$ cat config.mk
export PLATFORM = sky130hd
export DESIGN_NAME = tcw_csr
export DESIGN_NICKNAME = d
export VERILOG_FILES = /design/src/rtl/core/tcw_pkg.sv /design/src/rtl/core/tcw_csr.sv
export SDC_FILE = /design/constraint.sdc
export NUM_CORES = 1
export LEC_CHECK = 0
export BUFFER_PORTS_ARGS = -buffer_cell sky130_fd_sc_hd__buf_2
export CORE_ASPECT_RATIO = 1.1
export CORE_UTILIZATION = 25
export DETAILED_ROUTE_END_ITERATION = 16
export GPL_ROUTABILITY_DRIVEN = 0
export PLACE_DENSITY = 0.67
export SLEW_MARGIN = 15
export SYNTH_ARGS = -nofsm -noshare
export SYNTH_HDL_FRONTEND = slang
export SYNTH_SLANG_ARGS = --single-unit
$ cat constraint.sdc
create_clock -name clock -period 0.8 [get_ports clock]
set_input_delay 0.12 -clock clock [delete_from_list [all_inputs] [get_ports clock]]
set_output_delay 0.12 -clock clock [all_outputs]
set_load 0.02 [all_outputs]
$ cat src/rtl/core/tcw_pkg.sv
// ----------------------------------------------------------------------------
// tcw_pkg
// Shared types and constants of the text console writer.
// ----------------------------------------------------------------------------
`default_nettype none

package tcw_pkg;

   localparam int CELL_W    = 16;
   localparam int OFFSET_W  = 11;
   localparam int CSR_AW    = 3;
   localparam int CSR_DW    = 32;
   localparam int COLOR_W   = 4;

   localparam logic [COLOR_W-1:0] FG_RESET = 4'h7;
   localparam logic [COLOR_W-1:0] BG_RESET = 4'h0;

   // register index, address bit 2
   localparam logic REG_FG = 1'b0;
   localparam logic REG_BG = 1'b1;

   localparam logic [1:0] MODE_PUT   = 2'd0;
   localparam logic [1:0] MODE_POS   = 2'd1;
   localparam logic [1:0] MODE_CLEAR = 2'd2;
   localparam logic [1:0] MODE_READ  = 2'd3;

   localparam logic [7:0] CODE_BACKSPACE = 8'h08;
   localparam logic [7:0] CODE_NEWLINE   = 8'h0A;
   localparam logic [7:0] CODE_SPACE     = 8'h20;
   localparam logic [7:0] CODE_TILDE     = 8'h7E;

   localparam logic [CELL_W-1:0] RESET_CELL = 16'h0720;

   typedef struct packed {
      logic [COLOR_W-1:0] bg;
      logic [COLOR_W-1:0] fg;
   } cfg_type;

endpackage

`default_nettype wire

$ cat src/rtl/core/tcw_csr.sv
// ----------------------------------------------------------------------------
// tcw_csr
// Color registers behind the APB-style configuration port.
// ----------------------------------------------------------------------------
`default_nettype none

module tcw_csr (
   input  wire logic                        clock,
   input  wire logic                        reset,
   input  wire logic                        csr_psel,
   input  wire logic                        csr_penable,
   input  wire logic                        csr_pwrite,
   input  wire logic [tcw_pkg::CSR_AW-1:0]  csr_paddr,
   input  wire logic [tcw_pkg::CSR_DW-1:0]  csr_pwdata,
   output logic      [tcw_pkg::CSR_DW-1:0]  csr_prdata,
   output logic                             csr_pready,
   output tcw_pkg::cfg_type                 cfg
);

   // register index sits in address bit 2 (byte address 4*i)

   tcw_pkg::cfg_type cfg_ff;
   tcw_pkg::cfg_type cfg_in;
   logic             wr_en;

   assign csr_pready = 1'b1;
   assign wr_en      = csr_psel && csr_penable && csr_pwrite;
   assign cfg        = cfg_ff;

   always_comb begin
      cfg_in = cfg_ff;
      if (wr_en) begin
         case (csr_paddr[2])
            tcw_pkg::REG_FG: cfg_in.fg = csr_pwdata[tcw_pkg::COLOR_W-1:0];
            tcw_pkg::REG_BG: cfg_in.bg = csr_pwdata[tcw_pkg::COLOR_W-1:0];
            default:         cfg_in    = cfg_ff;
         endcase
      end
   end

   always_comb begin
      case (csr_paddr[2])
         tcw_pkg::REG_FG:
            csr_prdata = {{(tcw_pkg::CSR_DW-tcw_pkg::COLOR_W){1'b0}}, cfg_ff.fg};
         tcw_pkg::REG_BG:
            csr_prdata = {{(tcw_pkg::CSR_DW-tcw_pkg::COLOR_W){1'b0}}, cfg_ff.bg};
         default: csr_prdata = '0;
      endcase
   end

   always_ff @(posedge clock) begin
      if (reset) begin
         cfg_ff.fg <= tcw_pkg::FG_RESET;
         cfg_ff.bg <= tcw_pkg::BG_RESET;
      end else begin
         cfg_ff <= cfg_in;
      end
   end

endmodule

`default_nettype wire

==> flow_metrics.tcl <==
set metrics [dict create \
    status "complete, but fails checks" \
    violations "negative setup slack" \
    portBuffers 21 \
    cp-endpoint "csr_prdata[0]" \
    area_delta_synth_final_pct 44.2 \
    path_clk_slew_ns 0.06 \
    r2r.worst_path.cells 4 \
    rows 18 \
    grt_max_degree 16 \
    min_path_type "input pin to register" \
    ys_seq_elements 8 \
    cp-start-kind "register" \
    crit_cells 2 \
    grt.overflow.total 0 \
    clk_latency_ns 0.26 \
    layout_setup_ws_ns -0.308 \
    power.leakage_nw 0.451 \
    period_needed_ns 1.11 \
    vdd_drop_max_mv 0.494 \
    yosys.area.top_type_share_pct 34.7 \
    use_met2_pct 16.4 \
    grt.busiest_layer "met2" \
    grt_pass1_wl_um 1640 \
    cts.sinks 8 \
    die_y_um 54.6 \
    antenna_cells 0 \
    syn_avg_cell_area_um2 8.85 \
    slowest_delay_ns 0.33 \
    drtIter0Drc 3 \
    crit_path_start "cfg[0]$_SDFFE_PP1P_" \
    power_density_mw_per_mm2 1170 \
    drc_errors 0 \
    largest_register_ffs 8 \
    yosysWarnings 0 \
    synth_cell_types 12 \
    nets 144 \
    vias 471 \
    synth_area_leader_cell "buf_4" \
    hold_viol 0 \
    path_cells "mux2_4 -> buf_6" \
    layout_common_cells "29 x conb_1, 23 x buf_6, 9 x buf_2" \
    slew_violations 0 \
    rrSetupSlack_ns 0 \
    dp_hpwl_um 909 \
    ant_nets 0 \
    cts_made_buffers 3 \
    dieArea_mm2 0.00272 \
    path_max_fanout 2 \
    initial_core_util_pct 27.1 \
    htreeDepth 1 \
    die_w_um 49.8 \
    ios 81 \
    synth.cell_area_um2 628 \
    final_area_um2 906 \
    yosysSeqAreaShare_pct 25.5 \
    drt-vias-per-instance 3.57 \
    required_ns 0.68 \
    syn_inst 71 \
    coreArea_mm2 0.00232 \
    placed_area_um2 713 \
    critPathTopFamily "flip-flops" \
    layout-drive-gt1-share_pct 50.0 \
    drt_wl_total_um 1240 \
    path_buf_inv 1 \
    rsz0062_at_grt "yes" \
    ys_top_cells_by_area "buf_4 35%, dfxtp_1 25%, mux2i_1 13%, nand2b_1 9.0%, mux2_2 7.2%" \
    cts_tree "done" \
    cts_buffer_depth 2 \
    gr-usage-met1_pct 7.36 \
    timing.hold.ws_ns 0.131 \
    wl_per_cell_um 9.40 \
    period_share_pct 139 \
    r2r_end "cfg[1]$_SDFFE_PP1P_" \
    final_common_cell "conb_1" \
    arrival_ns 0.99 \
    drt_pass1_iterations 2 \
    reg2reg_from "cfg[1]$_SDFFE_PP1P_" \
    clock.fmax_ghz 0.902 \
    crit_type "register to output port" \
    antenna_found_initial 0 \
    endpoint_kind "output port" \
    critPathSlowestCell "dfxtp_2" \
    track_usage_pct 8.61 \
    clockRootBuffer "clkbuf_4" \
    maxCapViolCount 0 \
    final-setup-viol-count 13 \
    met3_usage_pct 3.89 \
    clock_skew_ns 0 \
    grt_pass1_vias 407 \
]
## how the worst min path moves through the flow
stage | startpoint | to | slack, ns | cells past startpoint
finish | csr_pwdata[2] | cfg[6]$_SDFFE_PP0P_ | 0.13 | 3
global placement | csr_pwdata[0] | cfg[4]$_SDFFE_PP0P_ | 0.40 | 3
floorplan | csr_pwdata[0] | cfg[4]$_SDFFE_PP0P_ | 0.27 | 2
detailed placement | csr_pwdata[2] | cfg[6]$_SDFFE_PP0P_ | 0.41 | 3
global route | csr_pwdata[1] | cfg[5]$_SDFFE_PP0P_ | 0.14 | 3
CTS | csr_pwdata[2] | cfg[6]$_SDFFE_PP0P_ | 0.13 | 3
## layer usage
metal | vias up | part of all wire, % | wire length (um)
met5 | - | 0 | 0
met4 | 0 | 1.1 | 14
met3 | 2 | 9.1 | 113
met2 | 35 | 55 | 677
met1 | 205 | 35 | 436
li1 | 229 | - | -
## cell type report
cell class / count / area, um2
multi-input combinational: 58 / 364
clock buffer: 3 / 22.5
fill: 233 / 1410
sequential: 8 / 170
tap: 30 / 37.5
timing repair buffer: 33 / 312
## worst register-to-register path, cell delays in order, from the launching register on
cell,delay [ns]
dfxtp_2,0.32
buf_4,0.12
buf_6,0.11
nor2_2,0.06
mux2i_1,0.07
## per-stage QoR
step	worst slack (ns)	setup TNS [ns]	cells	power, W	util, %
floorplan	-0.00485	-0.00485	98	0.000738	-
global placement	-0.145	-1.45	125	0.000694	30.7
detailed placement	-0.175	-1.51	125	0.000696	30.7
CTS	-0.315	-2.47	130	0.00106	37.0
global route	-0.325	-2.59	132	0.00111	39.1
finish	-0.308	-2.35	132	0.00106	39.1
## report_power, final
| group | total, W | internal, W | switching [W] |
|---|---|---|---|
| registers | 0.000415 | 0.000409 | 0.00000641 |
| clock network | 0.000322 | 0.000173 | 0.000150 |
| logic | 0.000326 | 0.000119 | 0.000207 |
| total | 0.00106 | 0.000701 | 0.000363 |
## cells in the mapped netlist
| cell | n |
|---|---|
| clkbuf_1 | 1 |
| and4b_1 | 1 |
| and4_1 | 1 |
| mux2_2 | 4 |
| mux2i_1 | 8 |
| nand2b_1 | 9 |
| conb_1 | 2 |
| buf_4 | 29 |
| clkbuf_2 | 1 |
| nor2_1 | 6 |
| buf_6 | 1 |
| dfxtp_1 | 8 |
## logic make-up after synthesis
logic type	after synthesis	synth area share (%)
mux	12	19.9
simple gates	17	15.5
other cells	2	1.20
flops	8	25.5
buf+inv	32	37.8
## timing repair
| action | CTS | global route |
|---|---|---|
| endpoints found under the setup margin | 12 | 14 |
| hold buffers | 0 | 0 |
| buffers inserted | 2 | 5 |
| resized for setup | 36 | 10 |
| pin swaps | 1 | 0 |
| hold endpoints to repair | 0 | 0 |
No activity file was read; power rests on OpenSTA's default activity.
